**src/sv/tcas_pkg.sv**
```systemverilog
// Shared types and constants for the traffic cellular automaton step block.
// Used by tcas_cell and traffic_cellular_automaton_step; no dependencies.
`default_nettype none

package tcas_pkg;

  localparam int unsigned NUM_CELLS_DEF   = 128;
  localparam int unsigned SPEED_LIMIT_DEF = 3;

  localparam int unsigned SPD_W   = 2;   // speed and top speed field width
  localparam int unsigned SPD_MAX = 3;   // largest speed a 2-bit field holds
  localparam int unsigned IDX_W   = 7;   // cell_index width
  localparam int unsigned CNT_OUT_W = 8; // vehicle_total width
  localparam int unsigned EXIT_W  = 2;   // exited_count width

  // request codes
  localparam logic REQ_TICK = 1'b0;
  localparam logic REQ_READ = 1'b1;

  typedef struct packed {
    logic             req_type;
    logic             inject;
    logic [SPD_W-1:0] new_top_speed;
    logic [SPD_W-1:0] new_speed;
    logic [IDX_W-1:0] cell_index;
  } req_t;

  typedef struct packed {
    logic                 cell_occupied;
    logic [SPD_W-1:0]     cell_speed;
    logic [SPD_W-1:0]     cell_top_speed;
    logic [EXIT_W-1:0]    exited_count;
    logic [CNT_OUT_W-1:0] vehicle_total;
  } res_t;

  // contents of one road cell
  typedef struct packed {
    logic             occ;
    logic [SPD_W-1:0] spd;
    logic [SPD_W-1:0] top;
  } cell_t;

  // a vehicle leaving a cell: new speed doubles as the hop distance
  typedef struct packed {
    logic             vld;
    logic [SPD_W-1:0] spd;
    logic [SPD_W-1:0] top;
  } move_t;

endpackage

`default_nettype wire

```
**src/sv/traffic_cellular_automaton_step.sv**
```systemverilog
// Top level of the traffic cellular automaton step block: a row of road cells.
// Depends on tcas_pkg and tcas_cell.
`default_nettype none

// A tick word moves the whole road at once: every cell looks at the
// next three cells for its gap and at the three cells behind for an arriving
// vehicle, and all cells load at the accepting edge. Its result strobes on
// done_o in the following cycle and busy stays low, so ticks may come back
// to back. A read word goes through a two-stage registered select over the
// cells (groups of 16, then the groups): busy is high while the group hits
// wait in grp_q, and the result strobes once res_q is loaded from them.
// Results cannot be held off; each is on res_o from the cycle done_o is
// high until the next result. No clearing pass is needed after reset.

module traffic_cellular_automaton_step #(
  parameter int unsigned NUM_CELLS   = tcas_pkg::NUM_CELLS_DEF,
  parameter int unsigned SPEED_LIMIT = tcas_pkg::SPEED_LIMIT_DEF
) (
  input  wire  logic           clk_i,
  input  wire  logic           rst_ni,
  input  wire  logic           start,
  input  wire  tcas_pkg::req_t req_i,
  output logic                 busy,
  output logic                 done_o,
  output tcas_pkg::res_t       res_o
);

  localparam int unsigned GRP   = 16;
  localparam int unsigned NGRP  = (NUM_CELLS + GRP - 1) / GRP;
  localparam int unsigned CNTW  = $clog2(NUM_CELLS + 1);
  localparam logic [2:0]  SL3   = 3'(SPEED_LIMIT);
  localparam int unsigned SMAX  = tcas_pkg::SPD_MAX;

  tcas_pkg::cell_t st   [NUM_CELLS];
  tcas_pkg::cell_t rd   [NUM_CELLS];
  tcas_pkg::move_t mv   [NUM_CELLS];
  logic            ex   [NUM_CELLS];

  tcas_pkg::cell_t grp_q [NGRP];
  tcas_pkg::cell_t grp_d [NGRP];
  tcas_pkg::cell_t inj;
  tcas_pkg::cell_t rd_sel;
  tcas_pkg::res_t  res_q, res_d;

  logic            rd_pend_q, rd_pend_d;
  logic            done_q, done_d;
  logic [CNTW-1:0] cnt_q, cnt_d;
  logic            tick_acc, read_acc, inj_en, inj_new;
  logic [tcas_pkg::EXIT_W-1:0] exits;
  logic [tcas_pkg::SPD_W-1:0]  top_c;

  function automatic logic [tcas_pkg::CNT_OUT_W-1:0] sat_total(input logic [CNTW-1:0] c);
    sat_total = (16'(c) > 16'd255) ? 8'hFF : tcas_pkg::CNT_OUT_W'(c);
  endfunction

  assign busy     = rd_pend_q;
  assign tick_acc = start && !busy && (req_i.req_type == tcas_pkg::REQ_TICK);
  assign read_acc = start && !busy && (req_i.req_type == tcas_pkg::REQ_READ);
  assign inj_en   = tick_acc && req_i.inject;

  // injected vehicle: top speed into 1..SPEED_LIMIT, speed capped at top
  always_comb begin
    top_c = req_i.new_top_speed;
    if (top_c == '0) begin
      top_c = tcas_pkg::SPD_W'(1);
    end else if ({1'b0, top_c} > SL3) begin
      top_c = tcas_pkg::SPD_W'(SL3);
    end
    inj.occ = 1'b1;
    inj.top = top_c;
    inj.spd = (req_i.new_speed > top_c) ? top_c : req_i.new_speed;
  end

  for (genvar k = 0; k < NUM_CELLS; k++) begin : g_cell
    logic [SMAX-1:0]                     ahead;
    tcas_pkg::move_t [SMAX-1:0]          arrive;

    for (genvar a = 1; a <= SMAX; a++) begin : g_nb
      if (k + a < NUM_CELLS) begin : g_in
        assign ahead[a-1] = st[k+a].occ;
      end else begin : g_off
        assign ahead[a-1] = 1'b1;
      end
      if (k >= a) begin : g_up
        assign arrive[a-1] = mv[k-a];
      end else begin : g_none
        assign arrive[a-1] = '0;
      end
    end

    if (k == 0) begin : g_head
      tcas_cell #(.NUM_CELLS(NUM_CELLS), .INDEX(k)) u_cell (
        .clk_i, .rst_ni,
        .tick_i   (tick_acc),
        .inj_en_i (inj_en),
        .inj_i    (inj),
        .ahead_i  (ahead),
        .arrive_i (arrive),
        .rd_idx_i (req_i.cell_index),
        .state_o  (st[k]),
        .move_o   (mv[k]),
        .exit_o   (ex[k]),
        .rd_o     (rd[k])
      );
    end else begin : g_body
      tcas_cell #(.NUM_CELLS(NUM_CELLS), .INDEX(k)) u_cell (
        .clk_i, .rst_ni,
        .tick_i   (tick_acc),
        .inj_en_i (1'b0),
        .inj_i    ('0),
        .ahead_i  (ahead),
        .arrive_i (arrive),
        .rd_idx_i (req_i.cell_index),
        .state_o  (st[k]),
        .move_o   (mv[k]),
        .exit_o   (ex[k]),
        .rd_o     (rd[k])
      );
    end
  end

  // only the last SMAX cells can reach the road end
  always_comb begin
    exits = '0;
    for (int k = NUM_CELLS - SMAX; k < NUM_CELLS; k++) begin
      exits = exits + tcas_pkg::EXIT_W'(ex[k]);
    end
  end

  // replacing a vehicle at cell 0 does not add one
  assign inj_new = inj_en && !st[0].occ;
  // no two vehicles ever land on one cell, so the count tracks adds and exits
  assign cnt_d   = tick_acc ? (cnt_q + CNTW'(inj_new) - CNTW'(exits)) : cnt_q;

  // read select, first stage: one hit per group of cells
  always_comb begin
    for (int g = 0; g < NGRP; g++) begin
      grp_d[g] = '0;
      for (int c = 0; c < GRP; c++) begin
        if (g * GRP + c < NUM_CELLS) begin
          grp_d[g] = grp_d[g] | rd[g * GRP + c];
        end
      end
    end
  end

  always_comb begin
    rd_sel = '0;
    for (int g = 0; g < NGRP; g++) begin
      rd_sel = rd_sel | grp_q[g];
    end
  end

  always_comb begin
    done_d    = 1'b0;
    rd_pend_d = read_acc;
    res_d     = res_q;
    if (tick_acc) begin
      done_d               = 1'b1;
      res_d.cell_occupied  = 1'b0;
      res_d.cell_speed     = '0;
      res_d.cell_top_speed = '0;
      res_d.exited_count   = exits;
      res_d.vehicle_total  = sat_total(cnt_d);
    end else if (rd_pend_q) begin
      done_d               = 1'b1;
      res_d.cell_occupied  = rd_sel.occ;
      res_d.cell_speed     = rd_sel.spd;
      res_d.cell_top_speed = rd_sel.top;
      res_d.exited_count   = '0;
      res_d.vehicle_total  = sat_total(cnt_q);
    end
  end

  always_ff @(posedge clk_i or negedge rst_ni) begin
    if (!rst_ni) begin
      rd_pend_q <= 1'b0;
      done_q    <= 1'b0;
      cnt_q     <= '0;
    end else begin
      rd_pend_q <= rd_pend_d;
      done_q    <= done_d;
      cnt_q     <= cnt_d;
    end
  end

  always_ff @(posedge clk_i) begin
    if (done_d) begin
      res_q <= res_d;
    end
    if (read_acc) begin
      grp_q <= grp_d;
    end
  end

  assign done_o = done_q;
  assign res_o  = res_q;

endmodule

`default_nettype wire

```
**src/sv/tcas_cell.sv**
```systemverilog
// One road cell: holds its vehicle, works out its move and picks its arrival.
// Depends on tcas_pkg.
`default_nettype none

module tcas_cell #(
  parameter int unsigned NUM_CELLS = tcas_pkg::NUM_CELLS_DEF,
  parameter int unsigned INDEX     = 0
) (
  input  wire  logic                                clk_i,
  input  wire  logic                                rst_ni,
  input  wire  logic                                tick_i,
  input  wire  logic                                inj_en_i,
  input  wire  tcas_pkg::cell_t                     inj_i,
  // bit k-1: cell INDEX+k is occupied or off the road
  input  wire  logic [tcas_pkg::SPD_MAX-1:0]        ahead_i,
  // entry k-1: move leaving cell INDEX-k
  input  wire  tcas_pkg::move_t [tcas_pkg::SPD_MAX-1:0] arrive_i,
  input  wire  logic [tcas_pkg::IDX_W-1:0]          rd_idx_i,
  output tcas_pkg::cell_t                           state_o,
  output tcas_pkg::move_t                           move_o,
  output logic                                      exit_o,
  output tcas_pkg::cell_t                           rd_o
);

  localparam int unsigned PW = $clog2(NUM_CELLS + tcas_pkg::SPD_MAX + 1) + 1;
  localparam int unsigned CW = ($clog2(NUM_CELLS) > tcas_pkg::IDX_W) ?
                               $clog2(NUM_CELLS) : tcas_pkg::IDX_W;

  tcas_pkg::cell_t state_q, state_d, cur;
  tcas_pkg::move_t own;
  logic [tcas_pkg::SPD_W-1:0] gap, vnew;
  logic [PW-1:0] pos_old, pos_new;

  always_ff @(posedge clk_i or negedge rst_ni) begin
    if (!rst_ni) begin
      state_q <= '0;
    end else if (tick_i) begin
      state_q <= state_d;
    end
  end

  assign cur     = inj_en_i ? inj_i : state_q;
  // stored contents, before any injection
  assign state_o = state_q;

  // gap: min(top speed, distance to first blocked cell ahead), at least 1
  always_comb begin
    gap = (cur.top == '0) ? tcas_pkg::SPD_W'(1) : cur.top;
    for (int k = tcas_pkg::SPD_MAX; k >= 1; k--) begin
      if (ahead_i[k-1] && (tcas_pkg::SPD_W'(k) < gap)) begin
        gap = tcas_pkg::SPD_W'(k);
      end
    end
  end

  always_comb begin
    vnew = cur.spd;
    if (gap > cur.spd) begin
      if (cur.spd < cur.top) begin
        vnew = cur.spd + tcas_pkg::SPD_W'(1);
      end
    end else if (gap < cur.spd) begin
      vnew = gap;
    end
  end

  assign pos_old = PW'(INDEX) + PW'(cur.spd);
  assign pos_new = PW'(INDEX) + PW'(vnew);
  assign exit_o  = cur.occ && ((pos_old >= PW'(NUM_CELLS)) || (pos_new >= PW'(NUM_CELLS)));

  assign own.vld = cur.occ && !exit_o;
  assign own.spd = vnew;
  assign own.top = cur.top;
  assign move_o  = own;

  // nearest source wins a landing conflict, so scan far to near
  always_comb begin
    state_d = '0;
    for (int s = tcas_pkg::SPD_MAX; s >= 1; s--) begin
      if (arrive_i[s-1].vld && (arrive_i[s-1].spd == tcas_pkg::SPD_W'(s))) begin
        state_d.occ = 1'b1;
        state_d.spd = arrive_i[s-1].spd;
        state_d.top = arrive_i[s-1].top;
      end
    end
    if (own.vld && (own.spd == '0)) begin
      state_d.occ = 1'b1;
      state_d.spd = own.spd;
      state_d.top = own.top;
    end
  end

  assign rd_o = (CW'(rd_idx_i) == CW'(INDEX)) ? state_q : '0;

endmodule

`default_nettype wire
```
**config.mk**
```make
export PLATFORM = sky130hd
export DESIGN_NAME = traffic_cellular_automaton_step
export DESIGN_NICKNAME = d
export VERILOG_FILES = /design/src/sv/tcas_pkg.sv /design/src/sv/traffic_cellular_automaton_step.sv /design/src/sv/tcas_cell.sv
export SDC_FILE = /design/constraint.sdc
export NUM_CORES = 2
export LEC_CHECK = 0
export ABC_CLOCK_PERIOD_IN_PS = 14710
export BUFFER_PORTS_ARGS = -buffer_cell sky130_fd_sc_hd__buf_4
export CELL_PAD_IN_SITES_DETAIL_PLACEMENT = 1
export CELL_PAD_IN_SITES_GLOBAL_PLACEMENT = 1
export CORE_UTILIZATION = 25
export CTS_CLUSTER_SIZE = 14
export DETAILED_ROUTE_END_ITERATION = 8
export MAX_ROUTING_LAYER = met4
export PLACE_DENSITY_LB_ADDON = 0.25
export SYNTH_ARGS = -nofsm -noshare
export SYNTH_HDL_FRONTEND = slang
export SYNTH_HIERARCHICAL = 1
export SYNTH_SLANG_ARGS = --single-unit
export TNS_END_PERCENT = 20
```
**constraint.sdc**
```tcl
create_clock -name clk_i -period 14.71 [get_ports clk_i]
set_input_delay 1.471 -clock clk_i [delete_from_list [all_inputs] [get_ports clk_i]]
set_output_delay 1.471 -clock clk_i [all_outputs]
set_load 0.05 [all_outputs]
```
# Word-level counts from Yosys, hierarchy flattened
# Index checks and enable logic that the tools add are counted.
# op_classes
add_sub_neg	386
n_lt_le_gt_ge	1025
eq_ne	505
n_mux	1538
bitwise_logic	255
reduce_logical	1790
# ops
operator	count
two-way mux 5 bit	635
>= comparator 9 x 8 -> 1 bit (second input constant)	254
two-way mux 2 bit	898
logical AND 1 bit	1145
adder 7 x 2 -> 8 bit (first input constant)	128
bitwise OR 5 bit	127
zero test 2 bit	257
less-than comparator 2 bit	256
less-than comparator 2 bit (first input constant)	256
equality test 2 bit (second input constant)	251
adder 6 x 2 -> 7 bit (first input constant)	64
equality test 7 bit (second input constant)	64
greater-than comparator 2 bit	129
adder 2 x 1 -> 2 bit (second input constant)	128
less-than comparator 1 x 2 -> 1 bit (first input constant)	128
AND reduction 2 bit	128
equality test 2 x 1 -> 1 bit (second input constant)	127
equality test 7 x 6 -> 1 bit (second input constant)	32
adder 5 x 2 -> 6 bit (first input constant)	32
zero test 1 bit	130
logical OR 1 bit	128
NOT 1 bit	128
equality test 7 x 5 -> 1 bit (second input constant)	16
adder 4 x 2 -> 5 bit (first input constant)	16
other kinds (18)	42
# word_totals
reg_bits	705
out_inout_bits	17
wordCells	5915

# Longest topological paths before layout
# logic_depth
depth_word	29
ltp_mapped	21

# Least setup slack after synthesis
# OpenSTA, ideal clock, no wires.
# synth_path
path_type	input-to-reg
startpoint	input req_i[12] (netlist name)
endpoint	register g_cell[19].g_body.u_cell.state_q (netlist bit g_cell[19].g_body.u_cell/state_o[0])
setup_time_ns	0.124
arrival_time_ns	9.716
required_ns	14.586
setup_slack_ns	4.870
path_stages	6
cell_sequence	or3b_4 inv_2 buf_2 inv_1 a21o_1 a211o_1
# synth_via
elab_chain_cells	3
# synth_lines
element	line_no	rtl
start, declared	traffic_cellular_automaton_step.sv:22	input wire tcas_pkg::req_t req_i,
NOT 1 bit	traffic_cellular_automaton_step.sv:57	assign tick_acc = start && !busy && (req_i.req_type == tcas_pkg::REQ_TICK);
logical AND 1 bit	traffic_cellular_automaton_step.sv:57	
via tick_acc	traffic_cellular_automaton_step.sv:48	logic tick_acc, read_acc, inj_en, inj_new;
AND reduction 2 bit (no line)	n/a	
end signal, assigned	tcas_cell.sv:38	state_q <= state_d;
end, declared	tcas_cell.sv:29	tcas_pkg::cell_t state_q, state_d, cur;
# The timed path passes the listed nets, and every way through them passes these cells.
# A chain may end at the register's enable or synchronous reset.

==> results.yml <==
global_routing:
  grt_pass1_vias: 83700
  grt_max_degree: 128
  overflow: 0
  grt_pass1_wl_um: 480000
  grtUsageTotal_pct: 16.6
  antenna_found_initial: 5
detailed_routing:
  drtAntennaViolNets: 0
  drc_errors: 0
  wl_um: 298000
  vias: 82600
  via_per_inst: 4.85
  drtIter0Drc: 3572
  wl_per_cell_um: 17.5
  dr.pass1.iters: 6
worst_setup_path:
  crit_buf_inv: 3
  crit_chain: "buf_4 > or3b_4 > inv_8 > and2_1 > mux2i_1 > nor2_1 > ha_1 > nor2b_1 > nor2_1 > a21oi_2 > mux2i_4 > inv_1 > nand3b_1 > nor2_1 > a21oi_1 > o311ai_0 > o221ai_1"
  r2r_start: "busy$_DFF_PN0_"
  crit_type: "input port to flip-flop"
  cpLargestDelayFamily: "simple AND/OR/NAND/NOR gates"
  crit_path_top_delay_cell: "and2_1"
  slowest_delay_ps: 730
  path_max_fanout: 60
  cp-end-kind: "flip-flop"
  cp-start-kind: "input port"
  crit_start: "req_i[12]"
  cp.required_ps: 15380
  crit_top_cell: "nor2_1"
  reg2reg_depth: 16
  reg2reg_slack_ps: 9470
  r2r_end: "g_cell[1].g_body.u_cell/state_o[0]$_DFFE_PN0P_"
  cp.arrival_ps: 6210
timing:
  hold_viol: 0
  finalWorstSetupSlack_ps: 9170
  rsz0062_at_grt: "no"
  post-route-min-period_ps: 5540
  max_freq_mhz: 181
  setup_viol: 0
  slew_headroom_pct: 28.9
  report.final.slew_viol_count: 0
  tns_ps: 0
  tightestPinTransition_ps: 1060
  period_share_pct: 37.6
  fin_worst_skew_ps: 58.4
placed_design:
  dp_hpwl_um: 230000
  placed_area_um2: 100000
  dpl_worst_slack_ps: 8340
  gp_congestion: 0.805
  numPlacedInstances: 16800
  io_buffers: 32
finish:
  drive_above_1_share_pct: 12.0
  stdcell_count: 17000
  syn_to_final_growth_pct: 15.9
  final_area_um2: 104000
  fin_nets: 12700
  fillers: 43000
floorplan:
  core_um2: 356000
  io-pin-count: 33
  initial_core_util_pct: 25.2
  die_h_um: 601
  die_w_um: 601
  dieArea_um2: 361000
  rows: 219
pwr:
  powerDensity_nw_per_um2: 183
  power_switching_share_pct: 51.3
  p_switching_w: 0.00976
  combPwrFrac_pct: 63.0
  seqPwrFrac_pct: 21.9
  clkPwrFrac_pct: 15.1
  peakVddDrop_mv: 0.101
  leakagePower_nw: 45.1
  p_int_w: 0.00928
logic_synthesis:
  syn_area_um2: 89700
  syn_inst: 10700
  syn_area_per_cell_um2: 8.38
  yosysWarnings: 6
clock_tree:
  cts_max_level: 3
  cts.root.buffer_cell: "clkbuf_16"
  clk_pin_slew_ps: 60
  cts-resized-gates: 0
  post_cts_buffers: 0
  worstSkewPairLatency_ps: 870
  clockBufferDepth: 4
  cts.sinks: 705
  numCtsBuffers: 113
  postCtsHoldBufs: 0
  cts_tree: "yes"
worst_hold_path:
  hold_depth: 1
  holdCritPathClass: "flip-flop to flip-flop"
  holdCritStartpoint: "cnt_q[7]$_DFF_PN0_"
  min_to: "cnt_q[7]$_DFF_PN0_"
flow_run:
  cap_violations: 0
outcome:
  outcome: "completed"
==> worst reg2reg max path: cells and delay by family (launching register included) <==
family | cells | cell delay, ps
AOI/OAI and AO/OA | 4 | 640
adders and majority gates | 1 | 350
buffers and inverters | 2 | 600
DFF | 1 | 390
muxes | 2 | 880
and+or+nand+nor | 7 | 2190
==> cell usage in the layout (no fill, tap or decap), drive strengths merged, types with 138 or more instances in the layout <==
cell type  count
a211oi       160
nand4        457
o21ai        860
inv          934
and3         138
nor4         224
clkbuf       156
xnor2        147
mux2i        717
conb        1416
or3          209
nand2        859
a21oi        397
and2         650
nand3b       453
mux2         262
nor2b        150
nor2         709
nand3        379
dfrtp        650
ha           526
==> area by class of cell <==
cell class                 instances  area, µm²  area share (%)
multi-input combinational      10400      72100            69.4
tap                             4751       5940            5.72
sequential                       705      17900            17.2
timing repair buffer              77        662           0.636
clock inverter                    42        604           0.581
clock buffer                     156       3210            3.09
antenna                            7       17.5          0.0168
inverter                         933       3510            3.37
==> power groups by stage <==
| stage | clock (W) | combinational [W] | sequential (W) |
|---|---|---|---|
| 2_1_floorplan | 0 | 0.00960 | 0.00351 |
| 3_3_place_gp | 0 | 0.0119 | 0.00426 |
| 3_5_place_dp | 0 | 0.0120 | 0.00425 |
| 4_1_cts | 0.00298 | 0.0121 | 0.00423 |
| 5_1_grt | 0.00304 | 0.0135 | 0.00433 |
| 6_report | 0.00288 | 0.0120 | 0.00417 |
==> metrics by stage <==
step	util (%)	power, W	hold WS (ps)
2_1_floorplan	-	0.0131	432
3_3_place_gp	28.1	0.0162	455
3_5_place_dp	28.1	0.0162	452
4_1_cts	29.2	0.0193	462
5_1_grt	29.2	0.0208	489
6_report	29.2	0.0190	460
==> state kept, by name (all words and copies together), names as in the netlist <==
name                          flops
g_cell.g_body.u_cell/state_o    635
res_o                            15
g_cell.g_head.u_cell/state_o      5
done_o                            1
grp_q                            40
busy                              1
cnt_q                             8
==> how the worst max path moves through the flow <==
| stage | cells past startpoint | slack [ps] | endpoint |
|---|---|---|---|
| CTS | 17 | 9210 | g_cell[1].g_body.u_cell/state_o[0]$_DFFE_PN0P_ |
| detailed placement | 17 | 8340 | g_cell[1].g_body.u_cell/state_o[0]$_DFFE_PN0P_ |
| finish | 17 | 9170 | g_cell[1].g_body.u_cell/state_o[0]$_DFFE_PN0P_ |
| floorplan | 6 | 4870 | g_cell[19].g_body.u_cell/state_o[0]$_DFFE_PN0P_ |
| global route | 17 | 8830 | g_cell[1].g_body.u_cell/state_o[0]$_DFFE_PN0P_ |
| global placement | 17 | 8270 | g_cell[1].g_body.u_cell/state_o[1]$_DFFE_PN0P_ |
==> per-layer routing <==
| layer | GRT usage, % | vias to the layer above | routed length (µm) |
|---|---|---|---|
| met1 | 22.1 | 40400 | 148000 |
| met5 | - | - | 0 |
| li1 | - | 41400 | - |
| met2 | 27.7 | 594 | 140000 |
| met4 | 3.21 | 0 | 5410 |
| met3 | 1.10 | 257 | 5670 |
Note: power is estimated with default switching activity, not from simulation.
